<file path="src/rtl/psi_pat_pmt_section_parser_defines.svh">
// Assertion macros shared by the section parser RTL.
`ifndef PSI_PAT_PMT_SECTION_PARSER_DEFINES_SVH
`define PSI_PAT_PMT_SECTION_PARSER_DEFINES_SVH

// Checks that the consequent holds in the same cycle as the antecedent.
`define PPSP_ASSERT_SAME(label, clk, rst, ante, cons) \
   label: assert property (@(posedge clk) disable iff (rst) (ante) |-> (cons)) \
      else $error("section parser: same-cycle check failed");

// Checks that the consequent holds in the cycle after the antecedent.
`define PPSP_ASSERT_NEXT(label, clk, rst, ante, cons) \
   label: assert property (@(posedge clk) disable iff (rst) (ante) |=> (cons)) \
      else $error("section parser: next-cycle check failed");

`endif

</file>
<file path="src/rtl/ppsp_pkg.sv">
// Types and constants of the PSI section parser.
`timescale 1ns / 1ps

package ppsp_pkg;

   typedef enum logic [1:0] {
      KIND_HEADER  = 2'd0,
      KIND_NETWORK = 2'd1,
      KIND_PROGRAM = 2'd2,
      KIND_ES      = 2'd3
   } kind_type;

   typedef struct packed {
      logic [7:0] section_byte;
      logic       first_byte;
   } req_type;

   typedef struct packed {
      kind_type    kind;
      logic [7:0]  table_code;
      logic [15:0] first_value;
      logic [12:0] pid;
      logic [11:0] info_length;
   } rsp_type;

   localparam logic [7:0]  TABLE_PAT      = 8'h00;
   localparam logic [7:0]  TABLE_PMT      = 8'h02;
   localparam logic [7:0]  MAX_ES_RESET   = 8'd20;
   localparam logic [7:0]  ES_COUNT_SAT   = 8'hFF;

   localparam logic [12:0] POS_TABLE_ID   = 13'd0;
   localparam logic [12:0] POS_LEN_HI     = 13'd1;
   localparam logic [12:0] POS_LEN_LO     = 13'd2;
   localparam logic [12:0] POS_PAT_LOOP   = 13'd8;
   localparam logic [12:0] POS_PI_HI      = 13'd10;
   localparam logic [12:0] POS_PI_LO      = 13'd11;
   localparam logic [12:0] POS_PMT_LOOP   = 13'd12;

   localparam logic [2:0]  PAT_ENTRY_LAST = 3'd3;
   localparam logic [2:0]  PMT_ENTRY_LAST = 3'd4;

endpackage

</file>
<file path="src/rtl/ppsp_if.sv">
// Valid/ready channel interfaces of the PSI section parser.
`timescale 1ns / 1ps

interface ppsp_req_if;
   logic              valid;
   logic              ready;
   ppsp_pkg::req_type payload;

   modport source (output valid, output payload, input ready);
   modport sink (input valid, input payload, output ready);
endinterface

interface ppsp_rsp_if;
   logic              valid;
   logic              ready;
   ppsp_pkg::rsp_type payload;

   modport source (output valid, output payload, input ready);
   modport sink (input valid, input payload, output ready);
endinterface

interface ppsp_csr_if;
   logic       valid;
   logic       ready;
   logic [7:0] payload;

   modport source (output valid, output payload, input ready);
   modport sink (input valid, input payload, output ready);
endinterface

</file>
<file path="src/rtl/psi_pat_pmt_section_parser.sv">
// Top level of the PAT/PMT section parser: byte-wise parsing and result buffering.
//
// The req channel takes one section byte per transaction, with first_byte
// marking the table id that opens a section. The rsp channel gives the header,
// PAT entries and PMT elementary stream entries in section order. The csr
// channel writes the limit on reported elementary stream entries; it is always
// ready and should only be written while the block is idle.
// Each byte is parsed in a single registered pass, so one byte is taken every
// cycle while req ready is high, and its result, if any, is registered for rsp.
// Results leave through an output register backed by one skid entry, so bytes
// keep flowing while a result waits to be taken. When both hold a result and
// the receiver stalls, req ready drops until the output register drains.
// A synchronous reset sets the entry limit to 20, empties the result buffer
// and leaves no section open, so bytes are ignored until the next first_byte.
`timescale 1ns / 1ps
`include "psi_pat_pmt_section_parser_defines.svh"

module psi_pat_pmt_section_parser (
   input logic        clock,
   input logic        reset,
   ppsp_req_if.sink   req_chan,
   ppsp_rsp_if.source rsp_chan,
   ppsp_csr_if.sink   csr_chan
);

   logic        in_section_ff, in_section_in;
   logic [12:0] byte_position_ff, byte_position_in;
   logic [7:0]  current_table_ff, current_table_in;
   logic [11:0] section_len_ff, section_len_in;
   logic [3:0]  program_info_hi_ff, program_info_hi_in;
   logic [2:0]  entry_byte_index_ff, entry_byte_index_in;
   logic [31:0] entry_shift_ff, entry_shift_in;
   logic [11:0] descriptor_skip_ff, descriptor_skip_in;
   logic [7:0]  es_entry_count_ff, es_entry_count_in;
   logic [7:0]  max_es_entries_ff, max_es_entries_in;

   logic              out_valid_ff, out_valid_in;
   ppsp_pkg::rsp_type out_data_ff, out_data_in;
   logic              skid_valid_ff, skid_valid_in;
   ppsp_pkg::rsp_type skid_data_ff, skid_data_in;

   logic              req_fire;
   logic              active;
   logic              start;
   logic [7:0]        b;
   logic [12:0]       p;
   logic              res_valid;
   ppsp_pkg::rsp_type res_data;
   logic [31:0]       pat_entry;
   logic [39:0]       pmt_entry;

   assign req_fire = req_chan.valid && req_chan.ready;
   assign start    = req_chan.payload.first_byte;
   assign b        = req_chan.payload.section_byte;
   assign active   = start || in_section_ff;
   assign p        = start ? 13'd0 : byte_position_ff;

   assign pat_entry = {(start ? 24'd0 : entry_shift_ff[23:0]), b};
   assign pmt_entry = {(start ? 32'd0 : entry_shift_ff), b};

   always_comb begin
      in_section_in       = in_section_ff;
      byte_position_in    = byte_position_ff;
      current_table_in    = current_table_ff;
      section_len_in      = section_len_ff;
      program_info_hi_in  = program_info_hi_ff;
      entry_byte_index_in = entry_byte_index_ff;
      entry_shift_in      = entry_shift_ff;
      descriptor_skip_in  = descriptor_skip_ff;
      es_entry_count_in   = es_entry_count_ff;
      res_valid           = 1'b0;
      res_data            = '0;
      res_data.table_code = start ? 8'd0 : current_table_ff;

      if (req_fire && active) begin
         if (start) begin
            current_table_in    = 8'd0;
            section_len_in      = 12'd0;
            program_info_hi_in  = 4'd0;
            entry_byte_index_in = 3'd0;
            entry_shift_in      = 32'd0;
            descriptor_skip_in  = 12'd0;
            es_entry_count_in   = 8'd0;
         end

         if (p == ppsp_pkg::POS_TABLE_ID) begin
            current_table_in = b;
         end else if (p == ppsp_pkg::POS_LEN_HI) begin
            section_len_in = {b[3:0], 8'h00};
         end else if (p == ppsp_pkg::POS_LEN_LO) begin
            section_len_in       = {section_len_in[11:8], b};
            res_valid            = 1'b1;
            res_data.kind        = ppsp_pkg::KIND_HEADER;
            res_data.first_value = {4'd0, section_len_in};
         end else if (current_table_in == ppsp_pkg::TABLE_PAT) begin
            if (p >= ppsp_pkg::POS_PAT_LOOP &&
                ({1'b0, p} + 14'd2) <= {2'b00, section_len_in}) begin
               entry_shift_in = {entry_shift_in[23:0], b};
               if (entry_byte_index_in == ppsp_pkg::PAT_ENTRY_LAST) begin
                  entry_byte_index_in  = 3'd0;
                  res_valid            = 1'b1;
                  res_data.kind        = (pat_entry[31:16] == 16'd0) ?
                                         ppsp_pkg::KIND_NETWORK : ppsp_pkg::KIND_PROGRAM;
                  res_data.first_value = pat_entry[31:16];
                  res_data.pid         = {pat_entry[12:8], pat_entry[7:0]};
               end else begin
                  entry_byte_index_in = entry_byte_index_in + 3'd1;
               end
            end
         end else if (current_table_in == ppsp_pkg::TABLE_PMT) begin
            if (p == ppsp_pkg::POS_PI_HI) begin
               program_info_hi_in = b[3:0];
            end else if (p == ppsp_pkg::POS_PI_LO) begin
               descriptor_skip_in = {program_info_hi_in, b};
            end else if (p >= ppsp_pkg::POS_PMT_LOOP) begin
               if (descriptor_skip_in != 12'd0) begin
                  descriptor_skip_in = descriptor_skip_in - 12'd1;
               end else if (!(entry_byte_index_in == 3'd0 &&
                              ({1'b0, p} + 14'd1) >= {2'b00, section_len_in})) begin
                  entry_shift_in = pmt_entry[31:0];
                  if (entry_byte_index_in == ppsp_pkg::PMT_ENTRY_LAST) begin
                     entry_byte_index_in = 3'd0;
                     descriptor_skip_in  = {pmt_entry[11:8], pmt_entry[7:0]};
                     res_valid           = (es_entry_count_in < max_es_entries_ff);
                     if (es_entry_count_in != ppsp_pkg::ES_COUNT_SAT) begin
                        es_entry_count_in = es_entry_count_in + 8'd1;
                     end
                     res_data.kind        = ppsp_pkg::KIND_ES;
                     res_data.first_value = {8'd0, pmt_entry[39:32]};
                     res_data.pid         = {pmt_entry[28:24], pmt_entry[23:16]};
                     res_data.info_length = {pmt_entry[11:8], pmt_entry[7:0]};
                  end else begin
                     entry_byte_index_in = entry_byte_index_in + 3'd1;
                  end
               end
            end
         end

         if (p >= ppsp_pkg::POS_LEN_LO &&
             {1'b0, p} >= (14'd2 + {2'b00, section_len_in})) begin
            in_section_in    = 1'b0;
            byte_position_in = p;
         end else begin
            in_section_in    = 1'b1;
            byte_position_in = p + 13'd1;
         end
      end
   end

   always_comb begin
      max_es_entries_in = max_es_entries_ff;
      if (csr_chan.valid && csr_chan.ready) begin
         max_es_entries_in = csr_chan.payload;
      end
   end

   always_comb begin
      out_valid_in  = out_valid_ff;
      out_data_in   = out_data_ff;
      skid_valid_in = skid_valid_ff;
      skid_data_in  = skid_data_ff;
      if (!out_valid_ff || rsp_chan.ready) begin
         if (skid_valid_ff) begin
            out_valid_in  = 1'b1;
            out_data_in   = skid_data_ff;
            skid_valid_in = 1'b0;
         end else begin
            out_valid_in = req_fire && res_valid;
            out_data_in  = res_data;
         end
      end else if (req_fire && res_valid) begin
         skid_valid_in = 1'b1;
         skid_data_in  = res_data;
      end
   end

   always_ff @(posedge clock) begin
      if (reset) begin
         in_section_ff       <= 1'b0;
         byte_position_ff    <= 13'd0;
         current_table_ff    <= 8'd0;
         section_len_ff      <= 12'd0;
         program_info_hi_ff  <= 4'd0;
         entry_byte_index_ff <= 3'd0;
         entry_shift_ff      <= 32'd0;
         descriptor_skip_ff  <= 12'd0;
         es_entry_count_ff   <= 8'd0;
         max_es_entries_ff   <= ppsp_pkg::MAX_ES_RESET;
         out_valid_ff        <= 1'b0;
         skid_valid_ff       <= 1'b0;
      end else begin
         in_section_ff       <= in_section_in;
         byte_position_ff    <= byte_position_in;
         current_table_ff    <= current_table_in;
         section_len_ff      <= section_len_in;
         program_info_hi_ff  <= program_info_hi_in;
         entry_byte_index_ff <= entry_byte_index_in;
         entry_shift_ff      <= entry_shift_in;
         descriptor_skip_ff  <= descriptor_skip_in;
         es_entry_count_ff   <= es_entry_count_in;
         max_es_entries_ff   <= max_es_entries_in;
         out_valid_ff        <= out_valid_in;
         skid_valid_ff       <= skid_valid_in;
      end
   end

   always_ff @(posedge clock) begin
      out_data_ff  <= out_data_in;
      skid_data_ff <= skid_data_in;
   end

   assign req_chan.ready   = !skid_valid_ff;
   assign rsp_chan.valid   = out_valid_ff;
   assign rsp_chan.payload = out_data_ff;
   assign csr_chan.ready   = 1'b1;

   `PPSP_ASSERT_SAME(a_skid_behind_out, clock, reset, skid_valid_ff, out_valid_ff)
   `PPSP_ASSERT_NEXT(a_stalled_result_kept, clock, reset,
      req_fire && res_valid && out_valid_ff && !rsp_chan.ready, skid_valid_ff)
   `PPSP_ASSERT_SAME(a_entry_index_bound, clock, reset, 1'b1,
      entry_byte_index_ff <= ppsp_pkg::PMT_ENTRY_LAST)
   `PPSP_ASSERT_SAME(a_position_bound, clock, reset, in_section_ff,
      byte_position_ff <= 13'd4097)

endmodule
</file>
<file path="src/flat_wrapper.sv">
// flat-port wrapper written by rule: the top's interface ports become plain ports
module psi_pat_pmt_section_parser_flat 
  (clock, reset, req_chan_valid, req_chan_payload, req_chan_ready, rsp_chan_valid, rsp_chan_payload, rsp_chan_ready, csr_chan_valid, csr_chan_payload, csr_chan_ready);
  ppsp_req_if req_chan_i ();
  ppsp_rsp_if rsp_chan_i ();
  ppsp_csr_if csr_chan_i ();
  input logic clock;
  input logic reset;
  input wire logic [$bits(req_chan_i.valid)-1:0] req_chan_valid;
  input wire logic [$bits(req_chan_i.payload)-1:0] req_chan_payload;
  output wire logic [$bits(req_chan_i.ready)-1:0] req_chan_ready;
  output wire logic [$bits(rsp_chan_i.valid)-1:0] rsp_chan_valid;
  output wire logic [$bits(rsp_chan_i.payload)-1:0] rsp_chan_payload;
  input wire logic [$bits(rsp_chan_i.ready)-1:0] rsp_chan_ready;
  input wire logic [$bits(csr_chan_i.valid)-1:0] csr_chan_valid;
  input wire logic [$bits(csr_chan_i.payload)-1:0] csr_chan_payload;
  output wire logic [$bits(csr_chan_i.ready)-1:0] csr_chan_ready;
  assign req_chan_i.valid = req_chan_valid;
  assign req_chan_i.payload = req_chan_payload;
  assign req_chan_ready = req_chan_i.ready;
  assign rsp_chan_valid = rsp_chan_i.valid;
  assign rsp_chan_payload = rsp_chan_i.payload;
  assign rsp_chan_i.ready = rsp_chan_ready;
  assign csr_chan_i.valid = csr_chan_valid;
  assign csr_chan_i.payload = csr_chan_payload;
  assign csr_chan_ready = csr_chan_i.ready;
  psi_pat_pmt_section_parser u_core (.clock(clock), .reset(reset), .req_chan(req_chan_i), .rsp_chan(rsp_chan_i), .csr_chan(csr_chan_i));
endmodule
</file>
<file path="config.mk">
export PLATFORM = sky130hd
export DESIGN_NAME = psi_pat_pmt_section_parser_flat
export DESIGN_NICKNAME = d
export VERILOG_FILES = /design/src/rtl/ppsp_pkg.sv /design/src/rtl/ppsp_if.sv /design/src/rtl/psi_pat_pmt_section_parser.sv /design/src/flat_wrapper.sv
export VERILOG_INCLUDE_DIRS = /design/src /design/src/rtl
export SDC_FILE = /design/constraint.sdc
export NUM_CORES = 1
export LEC_CHECK = 0
export ABC_AREA = 1
export ABC_CLOCK_PERIOD_IN_PS = 9650
export BUFFER_PORTS_ARGS = -buffer_cell sky130_fd_sc_hd__buf_4
export CAP_MARGIN = 20
export CORE_MARGIN = 2
export CORE_UTILIZATION = 63
export DETAILED_ROUTE_END_ITERATION = 8
export PLACE_DENSITY = 0.82
export SLEW_MARGIN = 10
export SYNTH_ARGS = -nofsm -noshare
export SYNTH_HDL_FRONTEND = slang
export SYNTH_SLANG_ARGS = --single-unit
</file>
<file path="constraint.sdc">
create_clock -name clock -period 9.65 [get_ports clock]
set_clock_uncertainty 0.2 [all_clocks]
set_input_delay 0.965 -clock clock [delete_from_list [all_inputs] [get_ports clock]]
set_output_delay 0.965 -clock clock [all_outputs]
set_load 0.02 [all_outputs]
</file>
# Word-level counts from Yosys, hierarchy flattened
# Index checks and enable logic that the tools add are counted.
# word_totals
regBits	205
input_bits	22
output_inout_bits	54
word_cells	183
# op_classes
n_addsub	7
n_lt_le_gt_ge	7
eq_ne	8
n_mux	121
bitwise_logic	1
reduce_logical	17
# ops
operator	n
2-to-1 mux 32 bit	12
2-to-1 mux 41 bit	9
2-to-1 mux 12 bit	19
2-to-1 mux 8 bit	18
2-to-1 mux 29 bit	3
2-to-1 mux 51 bit	1
2-to-1 mux 3 bit	15
2-to-1 mux 33 bit	1
2-to-1 mux 2 bit	15
2-to-1 mux 4 bit	7
== test 13 x 4 -> 1 bit, second input constant	2
>= comparator 13 x 4 -> 1 bit, second input constant	2
2-to-1 mux 13 bit	2
2-to-1 mux 25 bit	1
2-to-1 mux 24 bit	1
logical NOT 16 bit	1
2-to-1 mux 1 bit	16
2-to-1 mux 16 bit	1
adder 13 x 1 -> 14 bit, second input constant	1
adder 13 x 2 -> 14 bit, second input constant	1
>= comparator 13 x 14 -> 1 bit	1
>= comparator 14 x 12 -> 1 bit	1
less-or-equal comparator 14 x 12 -> 1 bit	1
adder 13 x 1 -> 13 bit, second input constant	1
22 further kinds	29

# Logic depth before layout (Yosys ltp)
# Gate-level depths: netlist of run 1.
# depth
word_depth	19
mapped_depth	31
depth_no_buf	27

# Worst setup path before layout of run 1
# Ideal clock, no wire load.
# synth_path
kind	input to register
startpoint	input port req_chan_payload[0]
endpoint	register u_core.skid_data_ff[0] in the netlist's numbering (enable)
setup_time_ns	0.460
arrival_time_ns	5.948
required_time_ns	8.990
slack_ns	3.043
stages	24
path_buffers	3
cell_sequence	buf_4 buf_2 buf_1 nor2_1 ha_1 inv_1 nor2_1 inv_1 nor3_2 xor2_1 ha_1 nand2_1 inv_1 nor3_1 nand2_1 nand2_1 nand2_1 nand2_1 nand2_4 nor2_8 nand2_2 nand3_1 nand2_1 nor2_1
# synth_via
elab_chain_len	17
word_cells_on_any_way	49
classes_between	add/sub: 2; order compare: 5; eq/ne: 7; mux: 25; reduce/logical: 10
# synth_lines
element	line	rtl
from (decl)	flat_wrapper.sv:10	input wire logic [$bits(req_chan_i.payload)-1:0] req_chan_payload;
2-to-1 mux 13 bit (tied with other cells)	psi_pat_pmt_section_parser.sv:56	assign p = start ? 13'd0 : byte_position_ff;
adder 13 x 1 -> 14 bit (tied with other cells)	psi_pat_pmt_section_parser.sv:119	({1'b0, p} + 14'd1) >= {2'b00, section_len_in})) begin
>= comparator 14 x 12 -> 1 bit (tied with other cells)	psi_pat_pmt_section_parser.sv:119	
logical AND 1 bit / 2-to-1 mux 1 bit (equally long branches)	psi_pat_pmt_section_parser.sv:118, psi_pat_pmt_section_parser.sv:121	
2-to-1 mux 1 bit	psi_pat_pmt_section_parser.sv:118	end else if (!(entry_byte_index_in == 3'd0 &&
2-to-1 mux 1 bit	psi_pat_pmt_section_parser.sv:116	if (descriptor_skip_in != 12'd0) begin
2-to-1 mux 1 bit	psi_pat_pmt_section_parser.sv:115	end else if (p >= ppsp_pkg::POS_PMT_LOOP) begin
2-to-1 mux 1 bit	psi_pat_pmt_section_parser.sv:113	end else if (p == ppsp_pkg::POS_PI_LO) begin
2-to-1 mux 1 bit	psi_pat_pmt_section_parser.sv:111	if (p == ppsp_pkg::POS_PI_HI) begin
2-to-1 mux 1 bit	psi_pat_pmt_section_parser.sv:110	end else if (current_table_in == ppsp_pkg::TABLE_PMT) begin
2-to-1 mux 1 bit	psi_pat_pmt_section_parser.sv:95	end else if (current_table_in == ppsp_pkg::TABLE_PAT) begin
2-to-1 mux 1 bit	psi_pat_pmt_section_parser.sv:90	end else if (p == ppsp_pkg::POS_LEN_LO) begin
2-to-1 mux 1 bit	psi_pat_pmt_section_parser.sv:88	end else if (p == ppsp_pkg::POS_LEN_HI) begin
2-to-1 mux 1 bit	psi_pat_pmt_section_parser.sv:86	if (p == ppsp_pkg::POS_TABLE_ID) begin
2-to-1 mux 1 bit *	psi_pat_pmt_section_parser.sv:75	if (req_fire && active) begin
logical AND 1 bit *	psi_pat_pmt_section_parser.sv:171	end else if (req_fire && res_valid) begin
AND reduction 2 bit (no line) *	n/a	
to (signal assigned)	psi_pat_pmt_section_parser.sv:209	skid_data_ff <= skid_data_in;
to (decl)	psi_pat_pmt_section_parser.sv:40	ppsp_pkg::rsp_type skid_data_ff, skid_data_in;
# Mark *: on every way between the ends. The rest lies on a longest branch, timed or not. The select of a mux whose other input is x is not followed.
# A chain may end at the register's enable or synchronous reset.

# Final worst setup path of run 1
# layout_path
startpoint	input port req_chan_payload[0]
endpoint	register u_core.byte_position_ff[0]
# layout_via
elab_chain_len	10
word_cells_on_any_way	18
classes_between	add/sub: 2; order compare: 2; eq/ne: 2; mux: 8; reduce/logical: 4
# layout_lines
element	line	rtl
2-to-1 mux 13 bit / 2-to-1 mux 12 bit (equally long branches)	psi_pat_pmt_section_parser.sv:56, psi_pat_pmt_section_parser.sv:76	
== test 13 x 2 -> 1 bit / 2-to-1 mux 12 bit (equally long branches)	psi_pat_pmt_section_parser.sv:90, psi_pat_pmt_section_parser.sv:75	
2-to-1 mux 8 bit	psi_pat_pmt_section_parser.sv:90	
2-to-1 mux 12 bit	psi_pat_pmt_section_parser.sv:88	
2-to-1 mux 12 bit	psi_pat_pmt_section_parser.sv:86	
2-to-1 mux 12 bit	psi_pat_pmt_section_parser.sv:75	
adder 2 x 12 -> 13 bit	psi_pat_pmt_section_parser.sv:140	{1'b0, p} >= (14'd2 + {2'b00, section_len_in})) begin
>= comparator 13 x 14 -> 1 bit	psi_pat_pmt_section_parser.sv:140	
logical AND 1 bit	psi_pat_pmt_section_parser.sv:139	if (p >= ppsp_pkg::POS_LEN_LO &&
2-to-1 mux 13 bit	psi_pat_pmt_section_parser.sv:139	
to (signal assigned)	psi_pat_pmt_section_parser.sv:193	byte_position_ff <= byte_position_in;
to (decl)	psi_pat_pmt_section_parser.sv:27	logic [12:0] byte_position_ff, byte_position_in;
# Parallel ways exist; a longest one is shown, timed or not. The select of a mux whose other input is x is not followed.

==> results of run 1 <==
[power groups by stage]
| stage | combinational [mW] | sequential [mW] | clock, mW |
|---|---|---|---|
| 2_1_floorplan | 0.236 | 0.961 | 0 |
| 3_3_place_gp | 0.309 | 0.961 | 0 |
| 3_5_place_dp | 0.315 | 0.962 | 0 |
| 4_1_cts | 0.316 | 0.943 | 0.859 |
| 5_1_grt | 0.357 | 0.946 | 0.898 |
| 6_report | 0.325 | 0.944 | 0.854 |
[sequential cells by signal, indices dropped and copies added (netlist names), 3 cells and up]
signal                      flops
u_core.program_info_hi_ff       4
u_core.rsp_chan.payload        51
u_core.descriptor_skip_ff      12
u_core.max_es_entries_ff        8
u_core.section_len_ff          12
u_core.current_table_ff         8
u_core.es_entry_count_ff        8
u_core.entry_shift_ff          32
u_core.byte_position_ff        13
u_core.entry_byte_index_ff      3
u_core.skid_data_ff            51
[area by class of cell]
cell class	count	area share
Multi-Input combinational cell	1316	0.470
Clock buffer	28	0.0397
Sequential cell	205	0.355
Timing Repair Buffer	83	0.0432
Clock inverter	11	0.00962
Inverter	228	0.0593
Tap cell	270	0.0234
[stage by stage]
| step | instances | hold WS, ns |
|---|---|---|
| 4_1_cts | 2141 | 0.264 |
| 5_1_grt | 2141 | 0.281 |
| 2_1_floorplan | 1830 | 0.237 |
| 3_3_place_gp | 2102 | 0.251 |
| 3_5_place_dp | 2102 | 0.255 |
| 6_report | 2141 | 0.261 |
[cells in the final DEF, fill, tap and decap left out, drive strengths merged]
cell	instances
clkinv	10
a211oi	6
xnor2	4
a21boi	1
a21oi	150
bufinv	3
a221oi	2
nor4	8
dfxtp	103
xor2	21
nor2	193
o21ai	142
ha	57
nand3	150
a31oi	5
nand4	16
nor3	22
o22ai	3
o21bai	2
o221ai	2
a21o	2
nor3b	2
edfxtp	102
inv	224
conb	1
mux2i	1
clkinvlp	2
o211ai	31
buf	83
o2111ai	1
o21a	2
clkbuf	28
nand3b	3
nand2	489
[logic make-up after synthesis]
| kind of cell | after synthesis | synth area share |
|---|---|---|
| xor gates and xnor gates | 25 | 0.0167 |
| and+or+nand+nor | 883 | 0.297 |
| DFF | 205 | 0.390 |
| buffers and inverters | 309 | 0.0949 |
| muxes | 1 | 0.000762 |
| AOI/OAI and AO/OA | 349 | 0.146 |
| other | 1 | 0.000285 |
| adders and majority gates | 57 | 0.0543 |
[worst min-delay path by stage]
| stage | startpoint | end | slack [ns] | cells after the start |
|---|---|---|---|---|
| final | u_core.max_es_entries_ff[3] | u_core.max_es_entries_ff[3] | 0.26 | 2 |
| after global routing | u_core.entry_shift_ff[16] | u_core.entry_shift_ff[16] | 0.28 | 2 |
| after CTS | u_core.program_info_hi_ff[1] | u_core.program_info_hi_ff[1] | 0.26 | 2 |
| after detailed placement | u_core.program_info_hi_ff[1] | u_core.program_info_hi_ff[1] | 0.26 | 2 |
| after global placement | u_core.program_info_hi_ff[0] | u_core.program_info_hi_ff[0] | 0.25 | 2 |
| after floorplan | u_core.max_es_entries_ff[1] | u_core.max_es_entries_ff[1] | 0.24 | 2 |
[routing by layer]
| layer | track usage | part of all wire | up-vias |
|---|---|---|---|
| li1 | - | - | 6084 |
| met1 | 0.473 | 0.42 | 5730 |
| met2 | 0.545 | 0.45 | 614 |
| met3 | 0.0607 | 0.090 | 107 |
| met4 | 0.140 | 0.044 | 0 |
| met5 | 0 | 0 | - |
[worst max-delay path, cell delays in order]
cell	delay (ns)
buf_4	0.38
inv_2	0.28
nand2_1	0.22
inv_1	0.11
nor2_1	0.13
nand2_1	0.08
nor2_2	0.25
nand3_2	0.49
nor2_1	0.34
o22ai_1	0.14
nand2_1	0.13
inv_1	0.10
ha_1	0.24
inv_1	0.09
nor2_1	0.07
nand2_1	0.08
xor2_1	0.19
ha_1	0.27
a21oi_1	0.12
o21ai_0	0.11
a221oi_1	0.25
nand3_1	0.44
nand2_1	0.51
nand2_1	0.14
o21ai_0	0.20
a21oi_1	0.06
==> summary.md, run 1 <==
| Metric | Value |
|---|---|
| Outcome | finished clean |
| H-tree Lvls | 1 |
| Starting Density | 0.645 |
| Clock latency on the worst-skew pair | between 0.5 and 0.6 ns |
| # diodes | 0 |
| Reg2Reg Capture Point | u_core.byte_position_ff[0] |
| Wire per inst | 17.9 um |
| Setup_tns | 0 ns |
| Startpoint Class | input pin |
| Vias | about 13,000 |
| Cell Area, Placed | 13,700 um^2 |
| Most numerous cell in the Yosys netlist | nand2_1 |
| Core Region | around 20,000 um^2 |
| Pre-antenna DRT Iters | 6 |
| Routed Antenna Nets | 0 |
| Max FO, Critical Path | 31 |
| Post-route cell area | between 10,000 and 15,000 um^2 |
| Synthesized area per cell | 7.18 um^2 |
| Share of cells above drive strength 1 | 0.101 |
| Clock network fraction of total power | 0.402 |
| Total track usage | 0.345 |
| Worst R2R Path Depth | 25 |
| First-pass GRT wire length | between 60,000 and 70,000 um |
| Post-synth ARST share | 0 |
| Post-Place Worst Slack | 3.04 ns |
| Initial antenna violation count | 0 |
| CTS tree | yes |
| Worst-path clk slew | ~0.060 ns |
| Ports | 76 |
| RSZ-0062 raised after global routing | false |
| Final min period | 6.21 ns |
| Sw power | a little over 0.6 mW |
| Initial DRC count | approximately 1,300 |
| DP HPWL | approximately 27,000 um |
| Register bit total from synthesis | approximately 210 |
| Path type of the worst min-delay path | flop to flop |
| Total grt overflow | 0 |
| PostCTS Resize Cnt | 0 |
| Vias in the first global route | approximately 11,000 |
| CTS max path bufs | 3 |
| # DRC | 0 |
| Worst-Margin Slew | between 0.9 and 1 ns |
| Flop-to-flop setup slack | around 3.7 ns |
| Ys flop type | dfxtp_1 |
| Total power | approximately 2.1 mW |
| Worst Path Arrival | ~6.4 ns |
| Req. time, crit path | about 9.9 ns |
| Via-to-Cell Ratio | 5.85 |
| Worst r2r src | u_core.byte_position_ff[0] |
| Synth area leaders | edfxtp_1 (23%), dfxtp_1 (16%), nand2_1 (13%), inv_1 (6.1%), a21oi_1 (5.6%) |
| Worst Setup Path Type | input pin to flop |
| Vert. Die Dim | between 100 and 150 um |
| Pins over their slew limit | 0 |
| Die area | between 20,000 and 25,000 um^2 |
| Num CTS Buffers | 22 |
| Post-synth cell types | 50 |
| Area grow syn2layout | 9.80% |
| Max VDD drop | between 0.0001 and 0.00015 V |
| Multi-input logic area | between 6000 and 7000 um^2 |
| Period utilisation layout | 0.643 |
| Max-slew headroom | 0.369 |
| Pint | around 1.5 mW |
| Setup crit end kind | flop |
| Sequential area share after synthesis | 0.390 |
| Post-synth EDFFs | 102 |
| Hold Fails Final Rpt | 0 |
| Mapped Area | between 10,000 and 15,000 um^2 |
| Cells after Synth | ~1,800 |
| Setup Buffers After CTS | 0 |
| Synth cell count leaders | nand2_1 (465), inv_1 (213), nor2_1 (174) |
| Post-synth top area cell | edfxtp_1 |
| Fmax | 161 MHz |
| Buffers on Ports | between 70 and 80 |
| Fin nets | just under 2,000 |
| Synth warnings | 0 |
| Cell leakage power | 6.77 nW |
| Maxcap violations | 0 |
| Final core utilization | 0.709 |
| Largest net degree at the start of global routing | 88 |
| Clk sinks | roughly 200 |
| Register area | approximately 5100 um^2 |
| Sequential cell fraction of total power | 0.444 |
| Net Count, Synth | roughly 1,900 |
| Final Setup Violations | 0 |
| Hold Buf Count CTS | 0 |
| Clock root buffer | clkbuf_16 |
| Worst Setup Slack, final | around 3.4 ns |
| Placer Congestion | between 0.9 and 1 |
| Fillers | around 1,700 |
| Critical Path Source | req_chan_payload[0] |
| Yosys top cell area share | 0.233 |
| Logic pwr share | 0.153 |
| PD cells | around 150 nW/um^2 |
| Final WL | between 30,000 and 40,000 um |
| Horiz. Die Dim | between 100 and 150 um |
| Sw Share | 0.285 |
| FP Rows | 52 |
| Critical Path End | u_core.byte_position_ff[0] |
No activity file was read; power rests on OpenSTA's default activity.
==> run 2: changes to the inputs <==
--- a/config.mk
+++ b/config.mk
@@ -6,14 +6,14 @@
 export SDC_FILE = /design/constraint.sdc
 export NUM_CORES = 1
 export LEC_CHECK = 0
-export ABC_AREA = 1
-export ABC_CLOCK_PERIOD_IN_PS = 9650
+export ABC_AREA = 0
+export ABC_CLOCK_PERIOD_IN_PS = 6400
 export BUFFER_PORTS_ARGS = -buffer_cell sky130_fd_sc_hd__buf_4
 export CAP_MARGIN = 20
 export CORE_MARGIN = 2
-export CORE_UTILIZATION = 63
+export CORE_UTILIZATION = 61
 export DETAILED_ROUTE_END_ITERATION = 8
-export PLACE_DENSITY = 0.82
+export PLACE_DENSITY = 0.8
 export SLEW_MARGIN = 10
 export SYNTH_ARGS = -nofsm -noshare
 export SYNTH_HDL_FRONTEND = slang
==> constraint.sdc (replaced) <==
create_clock -name clock -period 6.4 [get_ports clock]
set_clock_uncertainty 0.2 [all_clocks]
set_input_delay 0.64 -clock clock [delete_from_list [all_inputs] [get_ports clock]]
set_output_delay 0.64 -clock clock [all_outputs]
set_load 0.02 [all_outputs]
==> summary.md, run 2 <==
| Metric | Value |
|---|---|
| Yosys top cell area share | 0.266 (+0.0334) |
| Post-synthesis mux area share | 0.0210 (+0.0202) |
| Pins over their slew limit | 0 (unchanged) |
| Vias | 9,793 (-22%) |
| Sequential area share after synthesis | 0.446 (+0.0559) |
| Synth cell count leaders | nand2_1 (122), nor2_1 (108), dfxtp_1 (103) |
| Min-Delay Startpoint | csr_chan_payload[2] |
| Slowest-stage cell, CP | or4b_4 |
| Startpoint Class | flop |
| Via-to-Cell Ratio | 6.51 (+11%) |
| Min-Delay Endpoint | u_core.max_es_entries_ff[2] |
| Adder-cell share of the synthesized area | 0.0629 (+0.00866) |
| Register bit total from synthesis | 205 (unchanged) |
| Mapped Area | 11,500 um^2 (-13%) |
| Placer Congestion | 0.959 (-0.93%) |
| Hold WS | 0.161 ns (-0.101 ns) |
| Most frequent cells in the layout | nand2_1 (122), nor2_1 (106), dfxtp_1 (103), edfxtp_1 (102), buf_4 (91) |
| Largest net degree at the start of global routing | 74 (-16%) |
| Hold Fails Final Rpt | 0 (unchanged) |
| Worst-path clk slew | 0.06 ns (about the same) |
| Reg2Reg Capture Point | u_core.byte_position_ff[4] |
| RSZ-0062 raised after global routing | false |
| First-pass GRT wire length | 48,900 um (-19%) |
| Final core utilization | 0.695 (-0.0134) |
| Post-synth EDFFs | 102 (unchanged) |
| Period utilisation layout | 0.898 |
| Initial DRC count | 1,003 (-23%) |
| Multi-input logic area | 5920 um^2 (-13%) |
| Total grt overflow | 0 (unchanged) |
| Most common cell after layout, fill and taps aside | nand2_1 |
| Fin nets | 1,334 (-31%) |
| Fillers | 1,398 (-18%) |
| Total track usage | 0.306 (-0.0386) |
| CP Cell Sequence | nor4_4 > a41o_1 > and2_1 > nand2_1 > o22a_1 > inv_1 > ha_1 > nand2_1 > or4b_4 > nor3_2 > xor2_1 > ha_1 > a211o_1 > a221oi_1 > o21ai_0 > a41o_1 > and2_1 > or4_1 > o211ai_1 |
| Routed Antenna Nets | 0 (unchanged) |
| Ys flop type | dfxtp_1 |
| Final WL | 31,000 um (-19%) |
| Clock root buffer | clkbuf_16 |
| Outcome | finished clean |
| Starting Density | 0.619 (-0.0268) |
| Hold Buf Count CTS | 0 (unchanged) |
| Max-slew headroom | 0.357 (-0.0111) |
| Synthesized area per cell | 9.46 um^2 (+32%) |
| Most numerous cell in the Yosys netlist | nand2_1 |
| Cells after Synth | 1,215 (-34%) |
| Ports | 76 (unchanged) |
| FP Rows | 50 (-3.8%) |
| Synth area leaders | edfxtp_1 (27%), dfxtp_1 (18%), ha_1 (6.2%), nand2_1 (4.0%), a21o_1 (3.8%) |
| Synth warnings | 0 (unchanged) |
| PostCTS Resize Cnt | 0 (unchanged) |
| Worst Setup Path Type | flop to flop |
| Clk sinks | 205 (unchanged) |
| Initial antenna violation count | 0 (unchanged) |
| Die area | 20,000 um^2 (-9.4%) |
| Setup Buffers After CTS | 0 (unchanged) |
| Post-synth cell types | 84 (+68%) |
| Area grow syn2layout | 12.4% |
| Final Setup Violations | 0 (unchanged) |
| Setup crit end kind | flop |
| Worst Path Arrival | 5.98 ns (-0.44 ns) |
| PD cells | 220 nW/um^2 (+49%) |
| Share of cells above drive strength 1 | 0.136 (+0.0351) |
| Worst R2R Path Depth | 19 (-24%) |
| # DRC | 0 (unchanged) |
| CP Buf/Inv Count | 1 (-4) |
| Worst r2r src | u_core.byte_position_ff[6] |
| Post-synthesis simple-gate area fraction | 0.193 (-0.105) |
| Post-synth ARST share | 0 (unchanged) |
| Horiz. Die Dim | 141 um (-4.8%) |
| Max FO, Critical Path | 12 (-61%) |
| Clock latency on the worst-skew pair | 0.51 ns (-0.02 ns) |
| Final min period | 5.75 ns |
| Max VDD drop | 0.000209 V (+68%) |
| Vias in the first global route | 9,154 (-20%) |
| XOR/XNOR Fraction of Synth Area | 0.0236 (+0.00696) |
| Max incr delay on CP | 0.57 ns (+0.06 ns) |
| CTS max path bufs | 3 (unchanged) |
| Worst-Margin Slew | 0.964 ns (+0.0167 ns) |
| Cell leakage power | 5.42 nW (-20%) |
| Buffers on Ports | 74 (unchanged) |
| # diodes | 0 (unchanged) |
| Flop-to-flop setup slack | 0.65 ns (-3.07 ns) |
| DP HPWL | 21,600 um (-20%) |
| Post-route cell area | 12,900 um^2 (-10%) |
| Cell Area, Placed | 12,200 um^2 (-11%) |
| Req. time, crit path | 6.63 ns (-3.23 ns) |
| Num CTS Buffers | 22 (unchanged) |
| Vert. Die Dim | 141 um (-4.8%) |
| H-tree Lvls | 1 (unchanged) |
| Cell family with most CP delay | simple AND/OR/NAND/NOR gates |
| Pre-antenna DRT Iters | 5 (-1) |
| Largest family of logic cells by synthesized area | compound AO/OA/AOI/OAI gates |
| Net Count, Synth | 1,294 (-32%) |
| Post-synth top area cell | edfxtp_1 |
| CTS tree | yes |
| Hold path cells | 3 (+1) |
| Path type of the worst min-delay path | input pin to flop |
| Compound-Gate Fraction of Synth Area | 0.209 (+0.0630) |
| Wire per inst | 20.6 um (+15%) |
| Maxcap violations | 0 (unchanged) |
| Core Region | 18,600 um^2 (-8.8%) |
| Register area | 5120 um^2 (unchanged) |
| Fmax | 174 MHz |
## run 2: changes by cell type in the layout (fill, tap and decap cells not counted), moves of 24 or more
cell and change:
nand2_1 -343, inv_1 -169, nand3_1 -109, o21ai_0 -78
a21oi_1 -74, nor2_1 -67, a21o_1 +56, a22oi_1 +39
nor2b_1 +33, a22o_1 +31, and3_1 +26, o211ai_1 -24
## run 2: logic make-up after synthesis
logic type | Yosys count
AND/OR/NAND/NOR | 440
AO/OA/AOI/OAI | 337
flip-flops | 205
buffers and inverters | 120
adder cells (fa/ha/maj) | 58
XOR/XNOR | 31
multiplexers | 23
other | 1
## run 2: layer usage
metal | global-route usage | up-vias | share of wire
li1 | - | 4552 | -
met1 | 0.420 | 4676 | 0.42
met2 | 0.493 | 472 | 0.46
met3 | 0.0493 | 93 | 0.083
met4 | 0.114 | 0 | 0.035
met5 | 0 | - | 0
## run 2: worst register-to-register path, cell delays in order, from the launching register on
cell and delay, ns:
dfxtp_1 0.44, nor4_4 0.44, a41o_1 0.47, and2_1 0.45, nand2_1 0.14, o22a_1 0.26
inv_1 0.10, ha_1 0.19, nand2_1 0.08, or4b_4 0.57, nor3_2 0.20, xor2_1 0.18
ha_1 0.26, a211o_1 0.26, a221oi_1 0.20, o21ai_0 0.11, a41o_1 0.28, and2_1 0.25
or4_1 0.49, o211ai_1 0.10
## run 2: power by group
group | internal (mW) | switching [mW] | leakage (nW)
Sequential | 1.38 | 0.00729 | 1.88
Clock | 0.737 | 0.517 | 0.340
Combinational | 0.0623 | 0.138 | 3.21
## run 2: worst max path at each step
stage                                          start                         end  slack (ns)  depth (start not counted)
after floorplan                  req_chan_payload[0]      u_core.skid_data_ff[0]       -0.03                         19
after global placement           req_chan_payload[0]  u_core.byte_position_ff[4]        0.57                         21
after detailed placement         req_chan_payload[0]  u_core.byte_position_ff[4]        0.45                         21
after CTS                 u_core.byte_position_ff[6]  u_core.byte_position_ff[4]        0.73                         19
after global routing      u_core.byte_position_ff[6]  u_core.byte_position_ff[6]        0.25                         20
final                     u_core.byte_position_ff[6]  u_core.byte_position_ff[4]        0.65                         19
## run 2: stage by stage
step           instances  TNS [ns]  total power [mW]  worst slack (ns)
2_1_floorplan       1215     -1.76              1.55           -0.0344
3_3_place_gp        1465         0              1.61             0.569
3_5_place_dp        1465         0              1.61             0.450
4_1_cts             1505         0              2.85             0.732
5_1_grt             1505         0              2.92             0.248
6_report            1505         0              2.84             0.653
## run 2: cell type report
cell class	count	area share
multi-input cells	890	0.458
flip-flops and latches	205	0.397
repair buffers	92	0.0544
clock buffers	26	0.0454
well taps	234	0.0227
inverters	44	0.0128
clock inverters	14	0.00978
